### config.mk
export PLATFORM = sky130hd
export DESIGN_NAME = tcc_ctrl
export DESIGN_NICKNAME = d
export VERILOG_FILES = /design/src/rtl/core/tcc_pkg.sv /design/src/rtl/core/tcc_ctrl.sv
export SDC_FILE = /design/constraint.sdc
export NUM_CORES = 1
export LEC_CHECK = 0
export BUFFER_PORTS_ARGS = -buffer_cell sky130_fd_sc_hd__buf_2
export CAP_MARGIN = 15
export CORE_UTILIZATION = 41
export DETAILED_ROUTE_END_ITERATION = 12
export GPL_TIMING_DRIVEN = 0
export PLACE_DENSITY = 0.76
export SETUP_SLACK_MARGIN = 0.15
export SKIP_CTS_REPAIR_TIMING = 1
export SLEW_MARGIN = 10
export SYNTH_ARGS = -nofsm -noshare
export SYNTH_HDL_FRONTEND = slang
export SYNTH_SLANG_ARGS = --single-unit
### constraint.sdc
create_clock -name clk -period 3.46 [get_ports clk]
set_input_delay 0.173 -clock clk [delete_from_list [all_inputs] [get_ports clk]]
set_output_delay 0.173 -clock clk [all_outputs]
set_load 0.05 [all_outputs]
### src/rtl/core/tcc_pkg.sv
// Shared types and constants for the text cell console.
// Grid geometry, character codes, controller/datapath command and status types.
// No dependencies.
package tcc_pkg;

	localparam int COLUMNS    = 80;
	localparam int ROWS       = 25;
	localparam int CELLS      = COLUMNS * ROWS;
	localparam int ADDR_W     = $clog2(CELLS);
	localparam int COL_W      = 7;
	localparam int ROW_W      = (ROWS > 1) ? $clog2(ROWS) : 1;
	localparam int OUT_ROW_W  = 5;
	localparam int OP_W       = 2;
	localparam int CHAR_W     = 8;
	localparam int POS_W      = 8;
	localparam int NIB_W      = 4;
	localparam int CELL_W     = 16;
	localparam int CFG_IDX_W  = 1;
	localparam int CFG_DATA_W = 4;
	localparam int TAB_W      = 2;

	localparam logic [CHAR_W-1:0] CH_BS    = 8'd8;
	localparam logic [CHAR_W-1:0] CH_TAB   = 8'd9;
	localparam logic [CHAR_W-1:0] CH_LF    = 8'd10;
	localparam logic [CHAR_W-1:0] CH_CR    = 8'd13;
	localparam logic [CHAR_W-1:0] CH_SPACE = 8'd32;

	localparam logic [NIB_W-1:0]  FG_RESET   = 4'h7;
	localparam logic [NIB_W-1:0]  BG_RESET   = 4'h0;
	localparam logic [CELL_W-1:0] RESET_CELL = {BG_RESET, FG_RESET, CH_SPACE};

	typedef enum logic [OP_W-1:0] {
		OP_PUT   = 2'd0,
		OP_SET   = 2'd1,
		OP_CLEAR = 2'd2,
		OP_READ  = 2'd3
	} op_t;

	typedef enum logic [CFG_IDX_W-1:0] {
		CFG_FG = 1'b0,
		CFG_BG = 1'b1
	} cfg_idx_t;

	typedef enum logic [2:0] {
		CUR_HOLD,
		CUR_HOME,
		CUR_CR,
		CUR_LEFT,
		CUR_ADVANCE,
		CUR_NEWLINE,
		CUR_SET
	} cur_cmd_t;

	typedef enum logic [1:0] {
		SWP_INIT,
		SWP_CLEAR,
		SWP_SCROLL
	} sweep_kind_t;

	typedef enum logic [3:0] {
		ST_INIT,
		ST_INIT_END,
		ST_IDLE,
		ST_DECODE,
		ST_PLAIN,
		ST_SCROLL,
		ST_SCROLL_END,
		ST_CLEAR,
		ST_CLEAR_END,
		ST_READ,
		ST_DONE
	} state_t;

	typedef struct packed {
		logic        in_ready;
		cur_cmd_t    cur;
		logic        cell_wr;
		logic        wr_left;
		logic        sweep_go;
		sweep_kind_t sweep_kind;
		logic        tab_step;
		logic        mark_scroll;
		logic        rd_cap;
		logic        out_load;
	} cmd_t;

	typedef struct packed {
		logic in_fire;
		op_t  op;
		logic is_lf;
		logic is_cr;
		logic is_tab;
		logic is_bs;
		logic col_zero;
		logic col_last;
		logic row_last;
		logic tab_more_now;
		logic tab_more_after;
		logic sweep_last;
		logic out_free;
	} status_t;

endpackage

### src/rtl/core/tcc_ctrl.sv
// Controller state machine of the text cell console.
// Depends on tcc_pkg (state, command and status types).
module tcc_ctrl (
	input  logic             clk,
	input  logic             arst_n,
	input  tcc_pkg::status_t sts,
	output tcc_pkg::cmd_t    cmd
);
	import tcc_pkg::*;

	state_t state_q, state_d;

	always_ff @(posedge clk or negedge arst_n) begin
		if (!arst_n) begin
			state_q <= ST_INIT;
		end else begin
			state_q <= state_d;
		end
	end

	always_comb begin
		state_d = state_q;
		case (state_q)
			ST_INIT: begin
				if (sts.sweep_last) state_d = ST_INIT_END;
			end
			ST_INIT_END: state_d = ST_IDLE;
			ST_IDLE: begin
				if (sts.in_fire) state_d = ST_DECODE;
			end
			ST_DECODE: begin
				case (sts.op)
					OP_PUT: begin
						if (sts.is_lf) begin
							state_d = sts.row_last ? ST_SCROLL : ST_DONE;
						end else if (sts.is_cr) begin
							state_d = ST_DONE;
						end else if (sts.is_tab) begin
							state_d = ST_PLAIN;
						end else if (sts.is_bs) begin
							state_d = ST_DONE;
						end else begin
							state_d = ST_PLAIN;
						end
					end
					OP_SET:   state_d = ST_DONE;
					OP_CLEAR: state_d = ST_CLEAR;
					OP_READ:  state_d = ST_READ;
					default:  state_d = ST_DONE;
				endcase
			end
			ST_PLAIN: begin
				if (sts.col_last && sts.row_last) begin
					state_d = ST_SCROLL;
				end else if (sts.tab_more_now) begin
					state_d = ST_PLAIN;
				end else begin
					state_d = ST_DONE;
				end
			end
			ST_SCROLL: begin
				if (sts.sweep_last) state_d = ST_SCROLL_END;
			end
			ST_SCROLL_END: state_d = sts.tab_more_after ? ST_PLAIN : ST_DONE;
			ST_CLEAR: begin
				if (sts.sweep_last) state_d = ST_CLEAR_END;
			end
			ST_CLEAR_END: state_d = ST_DONE;
			ST_READ:      state_d = ST_DONE;
			ST_DONE: begin
				if (sts.out_free) state_d = ST_IDLE;
			end
			default: state_d = ST_INIT;
		endcase
	end

	always_comb begin
		cmd            = '0;
		cmd.cur        = CUR_HOLD;
		cmd.sweep_kind = SWP_INIT;
		case (state_q)
			ST_INIT: begin
				cmd.sweep_go   = 1'b1;
				cmd.sweep_kind = SWP_INIT;
			end
			ST_IDLE: cmd.in_ready = 1'b1;
			ST_DECODE: begin
				if (sts.op == OP_PUT) begin
					if (sts.is_lf) begin
						cmd.cur = CUR_NEWLINE;
					end else if (sts.is_cr) begin
						cmd.cur = CUR_CR;
					end else if (sts.is_bs && !sts.col_zero) begin
						cmd.cur     = CUR_LEFT;
						cmd.cell_wr = 1'b1;
						cmd.wr_left = 1'b1;
					end
				end else if (sts.op == OP_SET) begin
					cmd.cur = CUR_SET;
				end
			end
			ST_PLAIN: begin
				cmd.cell_wr  = 1'b1;
				cmd.cur      = CUR_ADVANCE;
				cmd.tab_step = 1'b1;
			end
			ST_SCROLL: begin
				cmd.sweep_go   = 1'b1;
				cmd.sweep_kind = SWP_SCROLL;
			end
			ST_SCROLL_END: cmd.mark_scroll = 1'b1;
			ST_CLEAR: begin
				cmd.sweep_go   = 1'b1;
				cmd.sweep_kind = SWP_CLEAR;
			end
			ST_CLEAR_END: cmd.cur = CUR_HOME;
			ST_READ:      cmd.rd_cap = 1'b1;
			ST_DONE:      cmd.out_load = sts.out_free;
			default: ;
		endcase
	end
endmodule

==> flow_summary.yaml, run 1 <==
placement:
  place_area_um2: 806
  hpwl_um: 1460
  globalplace.congestion: 0.916
  dp_cells: 133
  port_buffers: 28
grt:
  overflow: 0
  grt.total_usage: 0.211
  grt_max_degree: 11
  antenna_found_initial: 0
  use_met1: 0.290
  busiest_layer: "met2"
  grt_util_met2: 0.331
  grt_pass1_wl_um: 3010
  grtUsageMet3: 0.0348
  grt_pass1_vias: 723
pwr:
  p_total_uw: 623
  p_leak_nw: 0.423
  power.internal_uw: 263
  power_frac_seq: 0.148
  p_switching_uw: 361
  p_per_area_nw_per_um2: 744
  peakVddDrop_v: 0.000273
  p_sw_frac: 0.579
  p_clk_frac: 0.093
  power_frac_comb: 0.759
drt:
  ant_nets: 0
  drtPass1Iterations: 4
  drc: 0
  routed_wl_um: 1790
  post_drt_via_cell_ratio: 6.02
  vias: 825
  drtIter0Drc: 38
  drt-wirelength-per-cell_um: 13.1
timing:
  worst_pin_slew_ns: 0.488
  grt_setup_unrepaired: "false"
  setup_viol: 0
  final.setup.tns_ns: 0
  final_hold_viol_count: 0
  fmax_mhz: 507
  slew_viol_final: 0
  layout_min_cycle_time_ns: 1.97
  min_period_over_period: 0.570
  max_slew_margin: 0.674
  fin_skew_ns: 0.000315
clock_tree:
  cts_root_buf: "clkbuf_4"
  cts_htree_levels: 1
  cts_sinks: 4
  clock_path_buffers: 2
  cts_made_buffers: 3
  tritoncts: "built"
  path_clk_slew_ns: 0.04
  clk_latency_ns: 0.23
floorplanning:
  rows: 13
  coreArea_um2: 1380
  initial_core_util: 0.468
  die_area_um2: 1740
  ios: 29
  die_height_um: 41.7
  die_w_um: 41.7
setup_path:
  startpoint_type: "flip-flop"
  worst_ep_arrival_time_ns: 1.80
  critical_path.max_fanout: 10
  criticalPathCategory: "reg -> out"
  cp.required_ns: 3.29
  end_kind: "output port"
cells_and_area:
  largest_reg_flops: 4
  largest_register: "state_q"
  layout.nets: 145
  reg_top3: "state_q (4)"
  fin_area_um2: 838
  stdcell_count: 137
  drive_gt1_frac: 0.303
  synthToLayoutAreaGrowth_pct: 29.6
  final_util: 0.606
  antenna_cells: 0
synth:
  yosysWarnings: 0
  synth_cell_types: 37
  ys_ff_latch: 4
  ys_seq_area_frac: 0.155
  avgSynthCellArea_um2: 7.19
  syn_nets: 111
  synth_top_cell_by_area: "dfrtp_1"
  synth_top_area_share: 0.155
  synthTopCellsByArea: "dfrtp_1 (15%), ha_1 (9.7%), nand2b_1 (5.8%), nor2b_1 (5.8%), a21oi_1 (5.4%)"
  syn_area_um2: 647
  netlist_instances: 90
flow_run:
  drv_cap: 0
outcome:
  outcome: "completed"
min_path:
  hold_path.class: "in -> reg"
per-layer routing:
metal / share of wire / wire length [um] / vias to the layer above
met3: 0.060 / 108 / 6
met1: 0.43 / 775 / 382
met2: 0.49 / 872 / 38
met4: 0.020 / 36 / 0
met5: 0 / 0 / -
li1: - / - / 399
cells by family after synthesis:
group                    synth area share
adder cells (fa/ha/maj)            0.0967
AO/OA/AOI/OAI                       0.350
AND/OR/NAND/NOR                     0.339
flip-flops                          0.155
buffers and inverters              0.0599
power by group through the flow:
stage | clock network, mW | registers (mW) | logic [mW]
3_3_place_gp | 0 | 0.0932 | 0.460
5_1_grt | 0.0642 | 0.0975 | 0.511
4_1_cts | 0.0584 | 0.0923 | 0.468
2_1_floorplan | 0 | 0.0874 | 0.370
6_report | 0.0579 | 0.0925 | 0.473
3_5_place_dp | 0 | 0.0932 | 0.467
path summary, 6_finish.rpt:
check,start,end,slack (ns),cells past startpoint
setup / recovery,state_q[3],cmd[8],1.49,5
hold / removal,sts[0],state_q[3],0.17,2
setup reg to reg,state_q[0],state_q[3],1.85,5
hold reg to reg,state_q[0],state_q[3],0.73,2
max in group asynchronous,arst_n,state_q[1],3.06,2
min in group asynchronous,arst_n,state_q[0],0.28,2
stage by stage:
stage	hold slack [ns]	worst slack, ns
floorplan	-0.123	0.912
global placement	-0.0222	1.79
detailed placement	-0.0183	1.76
CTS	-0.265	1.51
global route	0.171	1.42
finish	0.171	1.49
cell type report:
cell class,count,area [um^2]
Buffer,4,23.8
Clock buffer,3,22.5
Fill cell,154,544
Inverter,4,15.0
Multi-Input combinational cell,78,508
Sequential cell,4,100
Tap cell,15,18.8
Timing Repair Buffer,29,150
synthesized netlist by cell type:
cell type / count
nand2_1: 8
a21oi_1: 7
nor3_1: 7
nand2b_1: 6
nor2b_1: 6
ha_1: 5
nor2_1: 5
dfrtp_1: 4
inv_1: 4
o21ai_0: 4
o21ai_1: 3
a21o_1: 2
and3_1: 2
buf_4: 2
o31ai_1: 2
or3_1: 2
a2111oi_0: 1
a2111oi_2: 1
a211oi_1: 1
a211oi_2: 1
a21boi_0: 1
a221oi_1: 1
a22o_1: 1
a22oi_1: 1
and2b_1: 1
buf_2: 1
clkbuf_1: 1
nand3b_1: 1
nor3b_1: 1
nor4_1: 1
o211ai_1: 1
o21bai_1: 1
o21bai_2: 1
o22ai_1: 1
o311ai_0: 1
o311ai_1: 1
or2_1: 1
cell usage in the layout, fill, tap and decap left out, drive strengths merged, types with 2 or more instances in the layout:
cell / Yosys / final
ha: 5 / 5
a21oi: 7 / 7
a211oi: 2 / 2
o21ai: 7 / 7
a21o: 2 / 2
nor2b: 6 / 6
and3: 2 / 2
dfrtp: 4 / 4
a2111oi: 2 / 2
nand2: 8 / 8
o21bai: 2 / 2
buf: 3 / 31
inv: 4 / 4
or3: 2 / 2
nor2: 5 / 5
o311ai: 2 / 2
clkbuf: 1 / 4
nand2b: 6 / 6
nor3: 7 / 7
o31ai: 2 / 2
worst max-delay path, stage by stage, from the launching register on:
cell and delay [ns]:
dfrtp_1 0.45, buf_2 0.23, nor3_1 0.32, and3_1 0.22, or2_1 0.09, buf_2 0.25
Power figures use the tool's default switching activity.
==> run 2: changes to the inputs <==
Settings changed: ABC_AREA set to 1.
Clock period 3.46 ns to 2.04 ns, I/O delays scaled along.
==> run 2 against run 1 <==
Synthesized cell count is 33% higher. Final cell count increased by 23%. Cell area grew 1.3%. Clock skew about the same. Flip-flop and latch count unchanged. Worst hold slack better by 0.0052 ns. Power increased by 74%. Combinational power is 73% higher. Global-route usage decreased by 1.6 points.
==> flow_summary.yaml, run 2 <==
clock_tree:
  cts_root_buf: "clkbuf_4"
  clock_path_buffers: 2
  cts_made_buffers: 3
  cts_sinks: 4
  cts_htree_levels: 1
  clk_latency_ns: 0.23
  tritoncts: "built"
  path_clk_slew_ns: 0.04
min_path:
  hold_path.class: "in -> reg"
  holdPathEnd: "state_q[0]"
  worstHoldStart: "sts[1]"
  hold_path_depth: 4
synth:
  synth_most_common_cell: "nand2_1"
  synth_top_cell_by_area: "nand2_1"
  synth_edf_count: 0
  synth_cell_types: 19
  synthTopCellsByArea: "nand2_1 (21%), dfrtp_1 (15%), inv_1 (13%), ha_1 (9.6%), nor2_1 (8.1%)"
  postSynth.asyncResetShare: 1.00
  avgSynthCellArea_um2: 5.42
  synth_top_flop_cell: "dfrtp_1"
  synthTopCellsByCount: "nand2_1 (37), inv_1 (22), nor2_1 (14)"
  syn_area_um2: 651
  syn_nets: 141
  ys_seq_area_frac: 0.154
  synth_top_area_share: 0.213
  ys_ff_latch: 4
  netlist_instances: 120
  yosysWarnings: 0
flow_run:
  drv_cap: 0
cells_and_area:
  n_fill_cell: 155
  mostFrequentLayoutCell: "nand2_1"
  reg_top3: "state_q (4)"
  synthToLayoutAreaGrowth_pct: 30.6
  largest_reg_flops: 4
  multi_input_area_um2: 455
  antenna_cells: 0
  layout.nets: 175
  largest_register: "state_q"
  drive_gt1_frac: 0.296
  layout_common_cells: "nand2_1 (37), buf_2 (28), inv_1 (22), nor2_1 (14), nand3_1 (9)"
  fin_area_um2: 850
  regArea_um2: 100
pwr:
  p_per_area_nw_per_um2: 1270
  p_total_mw: 1.08
  peakVddDrop_v: 0.000491
  p_leak_nw: 0.546
timing:
  worst_pin_slew_ns: 0.253
  setup_viol: 0
  slew_viol_final: 0
  grt_setup_unrepaired: "false"
  max_slew_margin: 0.833
  fin_skew_ns: 0.000223
  layout_min_cycle_time_ns: 1.74
  min_period_over_period: 0.852
  fmax_mhz: 575
  final_hold_viol_count: 0
  final.setup.tns_ns: 0
grt:
  grt_pass1_wl_um: 2770
  antenna_found_initial: 0
  grt.total_usage: 0.195
  grt_max_degree: 7
  grt_pass1_vias: 680
  overflow: 0
drt:
  ant_nets: 0
  drtPass1Iterations: 4
  drt-wirelength-per-cell_um: 9.50
  drc: 0
  drtIter0Drc: 26
  post_drt_via_cell_ratio: 4.83
  routed_wl_um: 1600
  vias: 811
setup_path:
  startpoint_type: "flip-flop"
  criticalPathCategory: "reg -> out"
  ff2ff_path_depth: 8
  reg2reg_slack_ns: 0.79
  end_kind: "output port"
  cp.required_ns: 1.94
  worst_ep_arrival_time_ns: 1.64
  r2r_end: "state_q[3]"
  r2r-start: "state_q[3]"
  critical_path.max_fanout: 5
floorplanning:
  die_w_um: 41.8
  rows: 14
  coreArea_um2: 1490
  ios: 29
  initial_core_util: 0.437
  die_height_um: 41.8
  die_area_um2: 1750
placement:
  port_buffers: 28
  hpwl_um: 1380
  globalplace.congestion: 0.865
  place_area_um2: 817
outcome:
  outcome: "completed"
run 2: changes by cell type after synthesis, moves of 6 or more:
cell      previous run  this run
nand2_1              8        37
inv_1                4        22
nand3_1              0         9
nor2_1               5        14
nand2b_1             6         0
nor2b_1              6         0
nor3_1               7         1
run 2: worst max-delay path, cell delays in order (launching register included):
cell,delay (ns)
dfrtp_1,0.40
nor2_2,0.22
nand2_2,0.13
inv_2,0.10
o21ai_1,0.10
a21o_1,0.16
inv_1,0.04
buf_2,0.25
run 2: metal layers:
metal	GRT usage	wire length, um	up-vias
li1	-	-	435
met1	0.264	721	350
met2	0.328	776	26
met3	0.0522	98	0
met4	0	0	0
met5	0	0	-
run 2: per-stage QoR:
step / hold slack, ns / setup slack [ns] / instances / util
after global placement: -0.0920 / 0.558 / 164 / 0.549
final: 0.176 / 0.302 / 168 / 0.571
after detailed placement: -0.0900 / 0.547 / 164 / 0.549
after global routing: 0.183 / 0.169 / 168 / 0.571
after CTS: -0.341 / 0.290 / 167 / 0.564
after floorplan: -0.194 / 0.205 / 120 / -
run 2: where the power goes:
group	internal, mW	leakage (nW)	switching, mW
clock	0.0658	0.0138	0.0327
sequential	0.118	0.0512	0.0489
combinational	0.218	0.481	0.598
total	0.403	0.546	0.679
run 2: cell type report:
class / count / share of cell area
clock buffers: 3 / 0.0265
inverters: 27 / 0.119
multi-input cells: 89 / 0.536
flip-flops and latches: 4 / 0.118
repair buffers: 29 / 0.177
well taps: 16 / 0.0236
run 2: cells by family (layout without fill, tap and decap cells):
kind of cell               Yosys count  after routing  synth area share
AOI/OAI and AO/OA                   14             14             0.127
adders and majority gates            5              5            0.0962
buffers and inverters               27             59             0.156
DFF                                  4              4             0.154
and+or+nand+nor                     70             70             0.467
run 2: worst max path at each step:
stage | cells after the start | slack, ns | from | to
3_3_place_gp | 7 | 0.56 | state_q[3] | cmd[10]
5_1_grt | 7 | 0.17 | state_q[2] | cmd[10]
4_1_cts | 7 | 0.29 | state_q[3] | cmd[10]
2_1_floorplan | 4 | 0.20 | state_q[3] | cmd[9]
6_report | 7 | 0.30 | state_q[3] | cmd[10]
3_5_place_dp | 7 | 0.55 | state_q[3] | cmd[10]
==> run 3: changes to the inputs <==
Settings changed: CORE_ASPECT_RATIO set to 0.9, CORE_UTILIZATION 41 to 40, PLACE_DENSITY 0.76 to 0.75.
==> run 3 against run 2 <==
Global-route usage rose by 0.70 points. Flip-flop and latch count unchanged. Die area rose by 2.4%. Cell area up 0.88%. First-iteration DRC count up 3.8%. Register-to-register slack got worse by 0.02 ns. Worst setup slack lost 0.0033 ns. Clock power fell by 3.6%. Clock skew grew 0.0051 ns. Non-clock buffer count unchanged. Largest cell class unchanged. Largest power group unchanged.
==> flow_summary.yaml, run 3 (synthesized netlist as in run 2, its figures left out) <==
timing:
  final_hold_viol_count: 0
  fin_skew_ns: 0.00530
  layout_min_cycle_time_ns: 1.74
  grt_setup_unrepaired: "false"
  slew_viol_final: 0
  setup_viol: 0
  fmax_mhz: 574
  final.setup.tns_ns: 0
  worst_pin_slew_ns: 0.252
  max_slew_margin: 0.833
  min_period_over_period: 0.853
  hold_slack_ns: 0.176
  layout_setup_ws_ns: 0.299
floorplanning:
  die_height_um: 40.3
  coreArea_um2: 1480
  ios: 29
  die_w_um: 44.5
  rows: 13
  initial_core_util: 0.440
  die_area_um2: 1790
placement:
  hpwl_um: 1320
  dp_cells: 170
  port_buffers: 28
  globalplace.congestion: 0.843
  pre_cts_ws_ns: 0.541
  place_area_um2: 825
setup_path:
  criticalPathCategory: "reg -> out"
  slowest_delay_ns: 0.42
  end_kind: "output port"
  cp_cell_sequence: "nor2_2, nand2_2, inv_2, o21ai_1, a21o_1, inv_1, buf_2"
  cp.required_ns: 1.94
  worst_ep_arrival_time_ns: 1.64
  ff2ff_path_depth: 8
  startpoint_type: "flip-flop"
  r2r_end: "state_q[3]"
  critical_path.max_fanout: 5
  slowest_stage: "dfrtp_1"
  r2r-start: "state_q[2]"
  reg2reg_slack_ns: 0.77
drt:
  post_drt_via_cell_ratio: 4.59
  met2_length_um: 679
  ant_nets: 0
  vias: 799
  wl_met1_um: 797
  drtPass1Iterations: 4
  drc: 0
  wl_met3_um: 82
  drt-wirelength-per-cell_um: 8.96
  topRoutingLayerUsed: "met3"
  routed_wl_um: 1560
  drtIter0Drc: 27
cells_and_area:
  largest_register: "state_q"
  synthToLayoutAreaGrowth_pct: 31.7
  antenna_cells: 0
  mostFrequentLayoutCell: "nand2_1"
  fin_area_um2: 857
  stdcell_count: 174
  layout.nets: 175
  largest_reg_flops: 4
  layout_common_cells: "nand2_1 (37), buf_2 (28), inv_1 (22), nor2_1 (14), nand3_1 (9)"
  drive_gt1_frac: 0.296
  final_util: 0.579
  reg_top3: "state_q (4)"
pwr:
  p_per_area_nw_per_um2: 1260
  peakVddDrop_v: 0.000714
  p_total_mw: 1.08
  p_leak_nw: 0.546
clock_tree:
  tritoncts: "built"
  cts_made_buffers: 3
  cts_sinks: 4
  clock_path_buffers: 2
  cts_root_buf: "clkbuf_4"
  path_clk_slew_ns: 0.04
  cts_htree_levels: 1
  clk_latency_ns: 0.23
min_path:
  hold_path_depth: 4
  worstHoldStart: "sts[1]"
  holdPathEnd: "state_q[0]"
  hold_path.class: "in -> reg"
flow_run:
  drv_cap: 0
grt:
  grt_max_degree: 7
  antenna_found_initial: 0
  grt_pass1_vias: 661
  overflow: 0
  grt_pass1_wl_um: 2640
  grt.total_usage: 0.202
outcome:
  outcome: "completed"
==> run 3: cell type report <==
class,instances,area (um^2)
Fill cell,156,623
Multi-Input combinational cell,89,455
Timing Repair Buffer,29,150
Inverter,27,101
Sequential cell,4,100
Tap cell,22,27.5
Clock buffer,3,22.5
==> run 3: critical path: cells and delay by family, from the launching register on <==
kind | cells | cell delay [ns]
AO/OA/AOI/OAI | 2 | 0.25
flip-flops | 1 | 0.42
buffers and inverters | 3 | 0.40
AND/OR/NAND/NOR | 2 | 0.34
==> run 3: how the worst max path moves through the flow <==
stage	from	slack (ns)	depth (start not counted)	to
CTS	state_q[2]	0.29	7	cmd[10]
detailed placement	state_q[2]	0.54	7	cmd[10]
floorplan	state_q[3]	0.20	4	cmd[9]
global route	state_q[3]	0.18	7	cmd[10]
global placement	state_q[2]	0.58	7	cmd[10]
finish	state_q[2]	0.30	7	cmd[10]
==> run 3: where the power goes <==
part	internal [mW]	switching, mW	total, mW
logic	0.218	0.598	0.816
clock network	0.0656	0.0294	0.0950
registers	0.118	0.0507	0.169
total	0.402	0.678	1.08
==> run 3: routing by layer <==
| metal | global-route usage | vias to the layer above |
|---|---|---|
| li1 | - | 432 |
| met1 | 0.282 | 343 |
| met2 | 0.331 | 24 |
| met3 | 0.0541 | 0 |
| met4 | 0 | 0 |
| met5 | 0 | - |
